$ cat config.mk
export PLATFORM = sky130hd
export DESIGN_NAME = i2c_master_register_access
export DESIGN_NICKNAME = d
export VERILOG_FILES = /design/src/hw/rtl/i2cm_pkg.sv /design/src/hw/rtl/i2cm_core.sv /design/src/hw/rtl/i2c_master_register_access.sv
export SDC_FILE = /design/constraint.sdc
export NUM_CORES = 1
export LEC_CHECK = 0
export ABC_AREA = 1
export BUFFER_PORTS_ARGS = -buffer_cell sky130_fd_sc_hd__buf_2
export CORE_UTILIZATION = 45
export DETAILED_ROUTE_END_ITERATION = 6
export GPL_ROUTABILITY_DRIVEN = 0
export GPL_TIMING_DRIVEN = 0
export SYNTH_ARGS = -nofsm -noshare
export SYNTH_HDL_FRONTEND = slang
export SYNTH_SLANG_ARGS = --single-unit
export TNS_END_PERCENT = 1
$ cat constraint.sdc
create_clock -name clk_i -period 8.5 [get_ports clk_i]
set_input_delay 0.425 -clock clk_i [delete_from_list [all_inputs] [get_ports clk_i]]
set_output_delay 0.425 -clock clk_i [all_outputs]
set_load 0.005 [all_outputs]
$ cat src/hw/rtl/i2cm_pkg.sv
`default_nettype none

package i2cm_pkg;

  localparam int unsigned InDataW  = 32;
  localparam int unsigned OutDataW = 16;
  localparam int unsigned CfgDataW = 16;
  localparam int unsigned CfgIdxW  = 1;

  localparam logic [CfgIdxW-1:0] CfgPhaseTicks = 1'b0;
  localparam logic [CfgIdxW-1:0] CfgAckLimit   = 1'b1;

  localparam logic [15:0] PhaseTicksRst = 16'd2;
  localparam logic [7:0]  AckLimitRst   = 8'd250;

  localparam logic [1:0] OpWrite = 2'd1;
  localparam logic [1:0] OpRead  = 2'd2;

  localparam logic [1:0] StepDev  = 2'd0;
  localparam logic [1:0] StepReg  = 2'd1;
  localparam logic [1:0] StepData = 2'd2;
  localparam logic [1:0] StepRead = 2'd3;

  typedef enum logic [18:0] {
    PH_IDLE   = 19'h00001,
    PH_ST1    = 19'h00002,
    PH_ST2    = 19'h00004,
    PH_ST3    = 19'h00008,
    PH_TX1    = 19'h00010,
    PH_TX2    = 19'h00020,
    PH_TX3    = 19'h00040,
    PH_AK1    = 19'h00080,
    PH_AK2    = 19'h00100,
    PH_AKPOLL = 19'h00200,
    PH_AK3    = 19'h00400,
    PH_RX1    = 19'h00800,
    PH_RX2    = 19'h01000,
    PH_NK1    = 19'h02000,
    PH_NK2    = 19'h04000,
    PH_NK3    = 19'h08000,
    PH_SP1    = 19'h10000,
    PH_SP2    = 19'h20000,
    PH_SP3    = 19'h40000
  } phase_e;

  typedef struct packed {
    logic [1:0] opcode;
    logic [6:0] dev_addr;
    logic [7:0] reg_addr;
    logic [7:0] write_data;
    logic       sda_in;
  } item_t;

  typedef struct packed {
    logic [15:0] phase_ticks;
    logic [7:0]  ack_wait_limit;
  } cfg_t;

  typedef struct packed {
    logic       ack_error;
    logic [7:0] read_data;
    logic       done_res;
    logic       busy_res;
    logic       sda_out;
    logic       scl_out;
  } res_t;

endpackage

`default_nettype wire

$ cat src/hw/rtl/i2cm_core.sv
`default_nettype none

module i2cm_core (
  input  wire logic            clk_i,
  input  wire logic            rst_ni,
  input  wire logic            step_i,
  input  wire i2cm_pkg::item_t item_i,
  input  wire i2cm_pkg::cfg_t  cfg_i,
  output i2cm_pkg::res_t       res_o
);
  import i2cm_pkg::*;

  phase_e      phase_q, phase_d;
  logic [3:0]  bit_cnt_q, bit_cnt_d;
  logic [7:0]  shift_q, shift_d;
  logic [1:0]  byte_step_q, byte_step_d;
  logic [15:0] tick_q, tick_d;
  logic [7:0]  polls_q, polls_d;
  logic [1:0]  op_q, op_d;
  logic [6:0]  dev_q, dev_d;
  logic [7:0]  reg_q, reg_d;
  logic [7:0]  wdata_q, wdata_d;
  logic [7:0]  rx_byte_q, rx_byte_d;
  logic        err_q, err_d;
  logic        done;
  logic [15:0] pt;
  logic [15:0] tick_inc;
  logic [3:0]  bit_inc;
  logic        tx_bit;

  assign pt       = (cfg_i.phase_ticks == 16'd0) ? 16'd1 : cfg_i.phase_ticks;
  assign tick_inc = tick_q + 16'd1;
  assign bit_inc  = bit_cnt_q + 4'd1;

  always_comb begin
    phase_d     = phase_q;
    bit_cnt_d   = bit_cnt_q;
    shift_d     = shift_q;
    byte_step_d = byte_step_q;
    tick_d      = tick_q;
    polls_d     = polls_q;
    op_d        = op_q;
    dev_d       = dev_q;
    reg_d       = reg_q;
    wdata_d     = wdata_q;
    rx_byte_d   = rx_byte_q;
    err_d       = err_q;
    done        = 1'b0;
    case (phase_q)
      PH_IDLE: begin
        if (item_i.opcode == OpWrite || item_i.opcode == OpRead) begin
          op_d        = item_i.opcode;
          dev_d       = item_i.dev_addr;
          reg_d       = item_i.reg_addr;
          wdata_d     = item_i.write_data;
          byte_step_d = StepDev;
          bit_cnt_d   = 4'd0;
          err_d       = 1'b0;
          phase_d     = PH_ST1;
          tick_d      = 16'd0;
        end
      end
      PH_AKPOLL: begin
        if (!item_i.sda_in) begin
          phase_d = PH_AK3;
          tick_d  = 16'd0;
        end else if (polls_q >= cfg_i.ack_wait_limit) begin
          err_d   = 1'b1;
          phase_d = PH_SP1;
          tick_d  = 16'd0;
        end else begin
          polls_d = polls_q + 8'd1;
        end
      end
      default: begin
        tick_d = tick_inc;
        if (tick_inc >= pt) begin
          tick_d = 16'd0;
          case (phase_q)
            PH_ST1: phase_d = PH_ST2;
            PH_ST2: phase_d = PH_ST3;
            PH_ST3: begin
              shift_d   = {dev_q, byte_step_q == StepData};
              bit_cnt_d = 4'd0;
              phase_d   = PH_TX1;
            end
            PH_TX1: phase_d = PH_TX2;
            PH_TX2: phase_d = PH_TX3;
            PH_TX3: begin
              shift_d   = {shift_q[6:0], 1'b0};
              bit_cnt_d = bit_inc;
              phase_d   = (bit_inc >= 4'd8) ? PH_AK1 : PH_TX1;
            end
            PH_AK1: phase_d = PH_AK2;
            PH_AK2: begin
              polls_d = 8'd0;
              phase_d = PH_AKPOLL;
            end
            PH_AK3: begin
              if (byte_step_q == StepDev) begin
                byte_step_d = StepReg;
                shift_d     = reg_q;
                bit_cnt_d   = 4'd0;
                phase_d     = PH_TX1;
              end else if (byte_step_q == StepReg) begin
                byte_step_d = StepData;
                if (op_q == OpWrite) begin
                  shift_d   = wdata_q;
                  bit_cnt_d = 4'd0;
                  phase_d   = PH_TX1;
                end else begin
                  phase_d = PH_ST1;
                end
              end else if (byte_step_q == StepData && op_q == OpRead) begin
                byte_step_d = StepRead;
                bit_cnt_d   = 4'd0;
                shift_d     = 8'd0;
                phase_d     = PH_RX1;
              end else begin
                phase_d = PH_SP1;
              end
            end
            PH_RX1: begin
              shift_d = {shift_q[6:0], item_i.sda_in};
              phase_d = PH_RX2;
            end
            PH_RX2: begin
              bit_cnt_d = bit_inc;
              if (bit_inc >= 4'd8) begin
                rx_byte_d = shift_q;
                phase_d   = PH_NK1;
              end else begin
                phase_d = PH_RX1;
              end
            end
            PH_NK1: phase_d = PH_NK2;
            PH_NK2: phase_d = PH_NK3;
            PH_NK3: phase_d = PH_SP1;
            PH_SP1: phase_d = PH_SP2;
            PH_SP2: phase_d = PH_SP3;
            PH_SP3: begin
              phase_d = PH_IDLE;
              done    = 1'b1;
            end
            default: phase_d = PH_IDLE;
          endcase
        end
      end
    endcase
  end

  assign tx_bit = shift_d[7];

  always_comb begin
    res_o.scl_out   = 1'b1;
    res_o.sda_out   = 1'b1;
    res_o.busy_res  = (phase_d != PH_IDLE);
    res_o.done_res  = done;
    res_o.read_data = rx_byte_d;
    res_o.ack_error = err_d;
    case (phase_d)
      PH_ST2: res_o.sda_out = 1'b0;
      PH_ST3: begin
        res_o.scl_out = 1'b0;
        res_o.sda_out = 1'b0;
      end
      PH_TX1: begin
        res_o.scl_out = 1'b0;
        res_o.sda_out = tx_bit;
      end
      PH_TX2: res_o.sda_out = tx_bit;
      PH_TX3: begin
        res_o.scl_out = 1'b0;
        res_o.sda_out = (bit_cnt_d == 4'd7) ? 1'b1 : tx_bit;
      end
      PH_AK1, PH_AK3, PH_RX2, PH_NK1, PH_NK3: res_o.scl_out = 1'b0;
      PH_SP1: begin
        res_o.scl_out = 1'b0;
        res_o.sda_out = 1'b0;
      end
      PH_SP2: res_o.sda_out = 1'b0;
      default: ;
    endcase
  end

  always_ff @(posedge clk_i or negedge rst_ni) begin
    if (!rst_ni) begin
      phase_q     <= PH_IDLE;
      bit_cnt_q   <= 4'd0;
      shift_q     <= 8'd0;
      byte_step_q <= StepDev;
      tick_q      <= 16'd0;
      polls_q     <= 8'd0;
      op_q        <= 2'd0;
      dev_q       <= 7'd0;
      reg_q       <= 8'd0;
      wdata_q     <= 8'd0;
      rx_byte_q   <= 8'd0;
      err_q       <= 1'b0;
    end else if (step_i) begin
      phase_q     <= phase_d;
      bit_cnt_q   <= bit_cnt_d;
      shift_q     <= shift_d;
      byte_step_q <= byte_step_d;
      tick_q      <= tick_d;
      polls_q     <= polls_d;
      op_q        <= op_d;
      dev_q       <= dev_d;
      reg_q       <= reg_d;
      wdata_q     <= wdata_d;
      rx_byte_q   <= rx_byte_d;
      err_q       <= err_d;
    end
  end

endmodule

`default_nettype wire

$ cat src/hw/rtl/i2c_master_register_access.sv
// Channel    Dir  Handshake                      Payload
// s_axis     in   s_axis_tvalid_i/tready_o       tdata: opcode, dev_addr, reg_addr,
//                                                write_data, sda_in
// m_axis     out  m_axis_tvalid_o/tready_i       tdata: scl_out, sda_out, busy_res,
//                                                done_res, read_data, ack_error
// cfg        in   cfg_we_i                       cfg_index_i, cfg_data_i
//
// One item per clock while tready is high; each item yields one result, registered and shown in the next cycle.
// The sequencer step sits between the state registers and the output register.
// tready drops only while the output register holds a result not yet taken.
// Reset is asynchronous and returns the bus sequencer to idle.
`default_nettype none

module i2c_master_register_access (
  input  wire logic                           clk_i,
  input  wire logic                           rst_ni,
  input  wire logic                           s_axis_tvalid_i,
  output logic                                s_axis_tready_o,
  // opcode[1:0], dev_addr[8:2], reg_addr[16:9], write_data[24:17], sda_in[25]
  input  wire logic [i2cm_pkg::InDataW-1:0]   s_axis_tdata_i,
  output logic                                m_axis_tvalid_o,
  input  wire logic                           m_axis_tready_i,
  // scl_out[0], sda_out[1], busy_res[2], done_res[3], read_data[11:4], ack_error[12]
  output logic [i2cm_pkg::OutDataW-1:0]       m_axis_tdata_o,
  input  wire logic                           cfg_we_i,
  input  wire logic [i2cm_pkg::CfgIdxW-1:0]   cfg_index_i,
  input  wire logic [i2cm_pkg::CfgDataW-1:0]  cfg_data_i
);
  import i2cm_pkg::*;

  item_t item;
  cfg_t  cfg_q;
  res_t  res;
  res_t  out_q;
  logic  out_valid_q;
  logic  step;

  assign s_axis_tready_o = !out_valid_q || m_axis_tready_i;
  assign step            = s_axis_tvalid_i && s_axis_tready_o;

  assign item.opcode     = s_axis_tdata_i[1:0];
  assign item.dev_addr   = s_axis_tdata_i[8:2];
  assign item.reg_addr   = s_axis_tdata_i[16:9];
  assign item.write_data = s_axis_tdata_i[24:17];
  assign item.sda_in     = s_axis_tdata_i[25];

  always_ff @(posedge clk_i or negedge rst_ni) begin
    if (!rst_ni) begin
      cfg_q.phase_ticks    <= PhaseTicksRst;
      cfg_q.ack_wait_limit <= AckLimitRst;
    end else if (cfg_we_i) begin
      case (cfg_index_i)
        CfgPhaseTicks: cfg_q.phase_ticks    <= cfg_data_i;
        CfgAckLimit:   cfg_q.ack_wait_limit <= cfg_data_i[7:0];
        default: ;
      endcase
    end
  end

  i2cm_core u_core (
    .clk_i  (clk_i),
    .rst_ni (rst_ni),
    .step_i (step),
    .item_i (item),
    .cfg_i  (cfg_q),
    .res_o  (res)
  );

  always_ff @(posedge clk_i or negedge rst_ni) begin
    if (!rst_ni) begin
      out_valid_q <= 1'b0;
    end else if (step) begin
      out_valid_q <= 1'b1;
    end else if (m_axis_tready_i) begin
      out_valid_q <= 1'b0;
    end
  end

  always_ff @(posedge clk_i) begin
    if (step) begin
      out_q <= res;
    end
  end

  assign m_axis_tvalid_o = out_valid_q;
  assign m_axis_tdata_o  = {3'b000, out_q.ack_error, out_q.read_data, out_q.done_res,
                            out_q.busy_res, out_q.sda_out, out_q.scl_out};

endmodule

`default_nettype wire

# Yosys cells after proc, flatten, opt, wreduce, memory -nomap -nowiden
# Index checks and enable logic that the tools add are counted.
[word_totals]
ff_bits = 129
latch_bits = 0
ram_bits = 0
mem_bits_ro = 0
inputBits = 54
n_memories = 0
[classes]
add_sub_neg = 3
n_mul = 0
div = 0
order_cmp = 3
eq_ne = 45
n_shift = 0
mux = 59
bitwise = 5
n_reduce_logical = 27
[ops]
columns = ["op", "count"]
rows = [
  ["$pmux 19 s16", 1],
  ["$mux 8", 15],
  ["$mux 19", 6],
  ["$mux 16", 5],
  ["$eq 19x11->1 const B", 2],
  ["$eq 19x13->1 const B", 2],
  ["$eq 19x14->1 const B", 2],
  ["$eq 19x16->1 const B", 2],
  ["$eq 19x17->1 const B", 2],
  ["$eq 19x18->1 const B", 2],
  ["$eq 19x3->1 const B", 2],
  ["$eq 19x4->1 const B", 2],
  ["$eq 19x5->1 const B", 2],
  ["$eq 19x6->1 const B", 2],
  ["$eq 19x7->1 const B", 2],
  ["$eq 19x8->1 const B", 2],
  ["$pmux 19 s2", 1],
  ["$pmux 16 s2", 1],
  ["$pmux 8 s4", 1],
  ["$mux 4", 6],
  ["$eq 19x1->1 const B", 1],
  ["$eq 19x10->1 const B", 1],
  ["$eq 19x12->1 const B", 1],
  ["$eq 19x15->1 const B", 1],
  ["other kinds (44)", 78],
]

# Longest topological paths before layout
[depth]
ltp_word = 11
ltp_mapped = 29

# Cells and area by module
# A second synthesis with hierarchy kept.
[hier_totals]
cells_unflattened = 1025
area_unflattened_um2 = 8329.2
[by_module_without_submodules]
columns = ["mod", "n_inst", "cells_per_inst", "area_each_um2", "seq_area_each_um2"]
rows = [
  ["i2cm_core", 1, 897, 6794.0, 2278.4],
  ["i2c_master_register_access", 1, 128, 1535.2, 1024.7],
]

# Worst setup path before layout
# OpenSTA, ideal clock, no wires.
[synth_path]
kind = "flip-flop to flip-flop"
start = "register u_core.tick_q[0]"
end = "register out_q (netlist bit m_axis_tdata_o[0]), data pin"
setup_time_ns = 0.254
t_arrival_ns = 3.485
required_ns = 8.246
slack_ns = 4.761
path_stages_with_launch = 27
period_less_slack_ns = 3.739
cell_sequence = "dfrtp_1 > ha_1 > nand3_1 > nor2_1 > inv_1 > nor2_1 > nand3_1 > or3_1 > xor2_1 > inv_1 > ha_1 > nand2_2 > o21bai_1 > nand2_1 > a21oi_4 > nand3_4 > buf_2 > nand2_1 > nand2_1 > nor2_2 > nand2_1 > nor2_1 > nand3_1 > nand2_1 > inv_2 > nand2_1 > nor2_2"
[synth_lines]
columns = ["element", "line", "rtl"]
rows = [
  ["from (decl)", "i2cm_core.sv:17", "logic [15:0] tick_q, tick_d;"],
  ["from (signal assigned)", "i2cm_core.sv:205", "tick_q <= tick_d;"],
  ["to (signal assigned)", "i2c_master_register_access.sv:81", "out_q <= res;"],
  ["to (decl)", "i2c_master_register_access.sv:34", "res_t out_q;"],
]

==> qor.tcl <==
set qor(status) {finished clean}
set qor(area_delta_synth_final_pct) 15.6
set qor(number_of_antenna_violations_at_the_first_check_in_global_routing) 0
set qor(cp_top_family) {simple AND/OR/NAND/NOR gates}
set qor(cts_hold_buffers_added) 1
set qor(first_iter_violations) 348
set qor(antennaDiodeCount) 0
set qor(critical_path.reg2reg.startpoint) {u_core.tick_q[0]}
set qor(cts_tree) {done}
set qor(path_depth) 26
set qor(slew-limit-headroom) 0.236
set qor(cts_max_path_buffers) 2
set qor(numPortBuffers) 62
set qor(cp_max_fo) 10
set qor(fraction_of_synthesized_cell_area_taken_by_the_top_area_cell_type) 0.342
set qor(nNetsFinal) 1174
set qor(syn-instance-count) 1008
set qor(rsz0062_at_grt) {no}
set qor(path_buf_inv) 4
set qor(critical_path.slowest_cell) {sky130_fd_sc_hd__dfrtp_1}
set qor(cts_resized) 0
set qor(cell_types_with_the_largest_area_share_after_synthesis) {sky130_fd_sc_hd__dfrtp_1, sky130_fd_sc_hd__nand2_1, sky130_fd_sc_hd__inv_1}
set qor(worst_clock_skew_ns) 0.0109
set qor(final.period_utilization) 0.515
set qor(arrival_ns) 4.56
set qor(vias_per_cell) 5.15
set qor(cts_htree_levels) 4
set qor(clock_latency_ns) 0.43
set qor(max_cap_violations) 0
set qor(die_area_sq_um) 18100
set qor(synth.most_common_cell) {sky130_fd_sc_hd__nand2_1}
set qor(cp_data_required_time_ns) 8.68
set qor(max_freq_ghz) 0.228
set qor(placement.setup.worst_slack_ns) 4.09
set qor(design_area_sq_um) 9150
set qor(cp-end-kind) {register}
set qor(grt_start_max_net_pins) 62
set qor(totalNegativeSetupSlack_ns) 0
set qor(worst_r2r_endpoint) {m_axis_tdata_o[1]}
set qor(die_w_um) 135
set qor(cp-startpoint) {u_core.tick_q[0]}
set qor(post_cts_buffers) 0
set qor(dr.pass1.iters) 5
set qor(synth.top_cells.by_count) {sky130_fd_sc_hd__nand2_1, sky130_fd_sc_hd__inv_1, sky130_fd_sc_hd__dfrtp_1, sky130_fd_sc_hd__nor2_1, sky130_fd_sc_hd__o21ai_0}
set qor(timing.final.setup_violations) 0
set qor(timing.critical_path.mode_cell) {sky130_fd_sc_hd__nand2_1}
set qor(initial_utilization) 0.459
set qor(final_max_slew_viol_count) 0
set qor(yosysSeqAreaShare) 0.418
set qor(first_pass_grt_wire_length_mm) 32.6
set qor(postSynth.asyncResetShare) 0.899
set qor(grt_pass1_vias) 6584
set qor(die-height_um) 135
set qor(route.vias.total) 6854
set qor(place_area_sq_um) 8540
set qor(tightestPinTransition_ns) 1.15
set qor(number_of_enable_type_register_cells_in_the_synthesized_netlist) 13
set qor(remaining_drc_errors) 0
set qor(drive_above_1_share) 0.173
set qor(hold_path.class) {input pin to register}
set qor(synth-warning-count) 0
set qor(critical_path.max_stage_delay_ns) 0.42
set qor(root_buffer) {sky130_fd_sc_hd__clkbuf_16}
set qor(detail-route-antenna-nets) 0
set qor(postRouteWirelength_mm) 19.3
set qor(detailed_place_hpwl_mm) 14.8
set qor(endpoint) {m_axis_tdata_o[1]}
set qor(avgSynthCellArea_sq_um) 7.85
set qor(ir_worst_vdd_mv) 0.177
set qor(synth_seq_cells) 129
set qor(final.min_clock_period_ns) 4.38
set qor(core_sq_um) 17200
set qor(cts_inserted_buffers) 17
set qor(globalRouteOverflowTotal) 0
set qor(total_leakage_power_nw) 4.59
set qor(worst_r2r_path_depth) 26
set qor(final_number_of_hold_violating_endpoints) 0
set qor(cts.sink_count) 129
set qor(postLayoutSetupSlackWorst_ns) 4.12
set qor(global_route.usage.total) 0.231
set qor(rows) 48
set qor(clkTransAtPathRegs_ns) 0.06
set qor(yosys.cell_types.count) 57
set qor(synth_top_cell_by_area) {sky130_fd_sc_hd__dfrtp_1}
set qor(top_flip_flop_cell_by_instance_count_after_synthesis) {sky130_fd_sc_hd__dfrtp_1}
set qor(io_pins) 72
set qor(pwr_density_cell_nw_per_um2) 330
set qor(worstSetupPathType) {register to register}
set qor(mappedNetlistArea_sq_um) 7910
set qor(cp-start-kind) {register}
set qor(detail_route.wl_per_cell_um) 14.5
set qor(rrSetupSlack_ns) 4.12
==> metrics by stage <==
| stage | utilization | cells | power, mW | hold slack [ns] |
|---|---|---|---|---|
| final | 0.531 | 1331 | 3.02 | 0.229 |
| after global placement | 0.494 | 1297 | 2.26 | 0.461 |
| after CTS | 0.531 | 1331 | 3.04 | 0.215 |
| after floorplan | - | 1010 | 1.95 | 0.129 |
| after detailed placement | 0.496 | 1298 | 2.28 | 0.440 |
| after global routing | 0.531 | 1331 | 3.26 | 0.214 |
==> cells by family (layout without fill, tap and decap cells) <==
family,after synthesis,in the layout,share of synthesized area
buffers and inverters,190,286,0.0957
xor gates and xnor gates,17,17,0.0188
and+or+nand+nor,457,457,0.286
adders and majority gates,27,27,0.0427
AOI/OAI and AO/OA,178,178,0.126
other,1,3,0.000474
muxes,9,9,0.0128
DFF,129,129,0.418
==> registers in the layout, summed over array words and instances, names as in the netlist, 2 cells and up <==
| register | count |
|---|---|
| m_axis_tdata_o | 13 |
| u_core.rx_byte_q | 8 |
| u_core.byte_step_q | 2 |
| u_core.tick_q | 16 |
| u_core.dev_q | 7 |
| u_core.wdata_q | 8 |
| u_core.shift_q | 8 |
| u_core.op_q | 2 |
| cfg_q | 24 |
| u_core.polls_q | 8 |
| u_core.phase_q | 19 |
| u_core.bit_cnt_q | 4 |
| u_core.reg_q | 8 |
==> report_power, final <==
part           switching [mW]  leakage, nW  internal [mW]
combinational           0.908         2.74          0.454
clock                   0.310        0.286          0.431
sequential              0.117         1.56          0.803
total                    1.33         4.59           1.69
==> placed cells by master (no fill, tap or decap), types with 8 or more instances in the layout <==
master / n
sky130_fd_sc_hd__o21ai_1: 18
sky130_fd_sc_hd__dfrtp_1: 108
sky130_fd_sc_hd__nand3_1: 53
sky130_fd_sc_hd__inv_1: 146
sky130_fd_sc_hd__xor2_1: 15
sky130_fd_sc_hd__o22ai_1: 15
sky130_fd_sc_hd__mux2_2: 9
sky130_fd_sc_hd__buf_2: 67
sky130_fd_sc_hd__a21oi_1: 47
sky130_fd_sc_hd__nand4_1: 17
sky130_fd_sc_hd__clkbuf_16: 18
sky130_fd_sc_hd__ha_1: 27
sky130_fd_sc_hd__nor3_1: 16
sky130_fd_sc_hd__nor4_1: 13
sky130_fd_sc_hd__inv_2: 16
sky130_fd_sc_hd__nor2_1: 89
sky130_fd_sc_hd__nand2_1: 208
sky130_fd_sc_hd__clkbuf_1: 12
sky130_fd_sc_hd__edfxtp_1: 13
sky130_fd_sc_hd__o21ai_0: 70
sky130_fd_sc_hd__dfstp_2: 8
sky130_fd_sc_hd__nor2_2: 13
==> metal layers <==
layer,GRT usage,routed length (um),part of all wire,vias to the layer above
met4,0.0768,423,0.022,0
met1,0.321,9380,0.48,3218
li1,-,-,-,3476
met2,0.362,8800,0.46,128
met5,0,0,0,-
met3,0.0465,740,0.038,32
==> worst min path at each step <==
stage,from,endpoint,cells after the start
after floorplan,rst_ni,cfg_q[0],0
after global placement,u_core.rx_byte_q[6],u_core.rx_byte_q[6],2
after detailed placement,rst_ni,cfg_q[0],1
after CTS,s_axis_tdata_i[20],u_core.wdata_q[3],2
after global routing,s_axis_tdata_i[20],u_core.wdata_q[3],2
final,s_axis_tdata_i[14],u_core.reg_q[5],2
==> area by class of cell <==
cell class	instances	area, sq um
Clock buffer	19	454
Timing Repair Buffer	64	354
Multi-Input combinational cell	691	3860
Fill cell	1649	8090
Tap cell	225	282
Inverter	164	618
Clock inverter	13	140
Sequential cell	129	3300
Buffer	26	139
==> worst reg2reg max path, cell delays in order, from the launching register on <==
cell	delay, ns
sky130_fd_sc_hd__dfrtp_1	0.42
sky130_fd_sc_hd__ha_1	0.21
sky130_fd_sc_hd__nand3_1	0.10
sky130_fd_sc_hd__nor2_1	0.09
sky130_fd_sc_hd__inv_1	0.05
sky130_fd_sc_hd__nor2_1	0.26
sky130_fd_sc_hd__nand3_1	0.17
sky130_fd_sc_hd__or3_1	0.36
sky130_fd_sc_hd__xor2_1	0.19
sky130_fd_sc_hd__inv_1	0.07
sky130_fd_sc_hd__ha_1	0.30
sky130_fd_sc_hd__nand2_2	0.09
sky130_fd_sc_hd__o21bai_1	0.11
sky130_fd_sc_hd__nand2_1	0.10
sky130_fd_sc_hd__a21oi_4	0.20
sky130_fd_sc_hd__nand3_4	0.14
sky130_fd_sc_hd__buf_2	0.21
sky130_fd_sc_hd__nand2_1	0.07
sky130_fd_sc_hd__o21ai_1	0.06
sky130_fd_sc_hd__nor2_1	0.24
sky130_fd_sc_hd__nand2_1	0.13
sky130_fd_sc_hd__nor2_1	0.21
sky130_fd_sc_hd__nand3_1	0.11
sky130_fd_sc_hd__nand2_1	0.09
sky130_fd_sc_hd__inv_2	0.04
sky130_fd_sc_hd__nand2_1	0.05
sky130_fd_sc_hd__nand2_1	0.04
No activity file was read; power rests on OpenSTA's default activity.
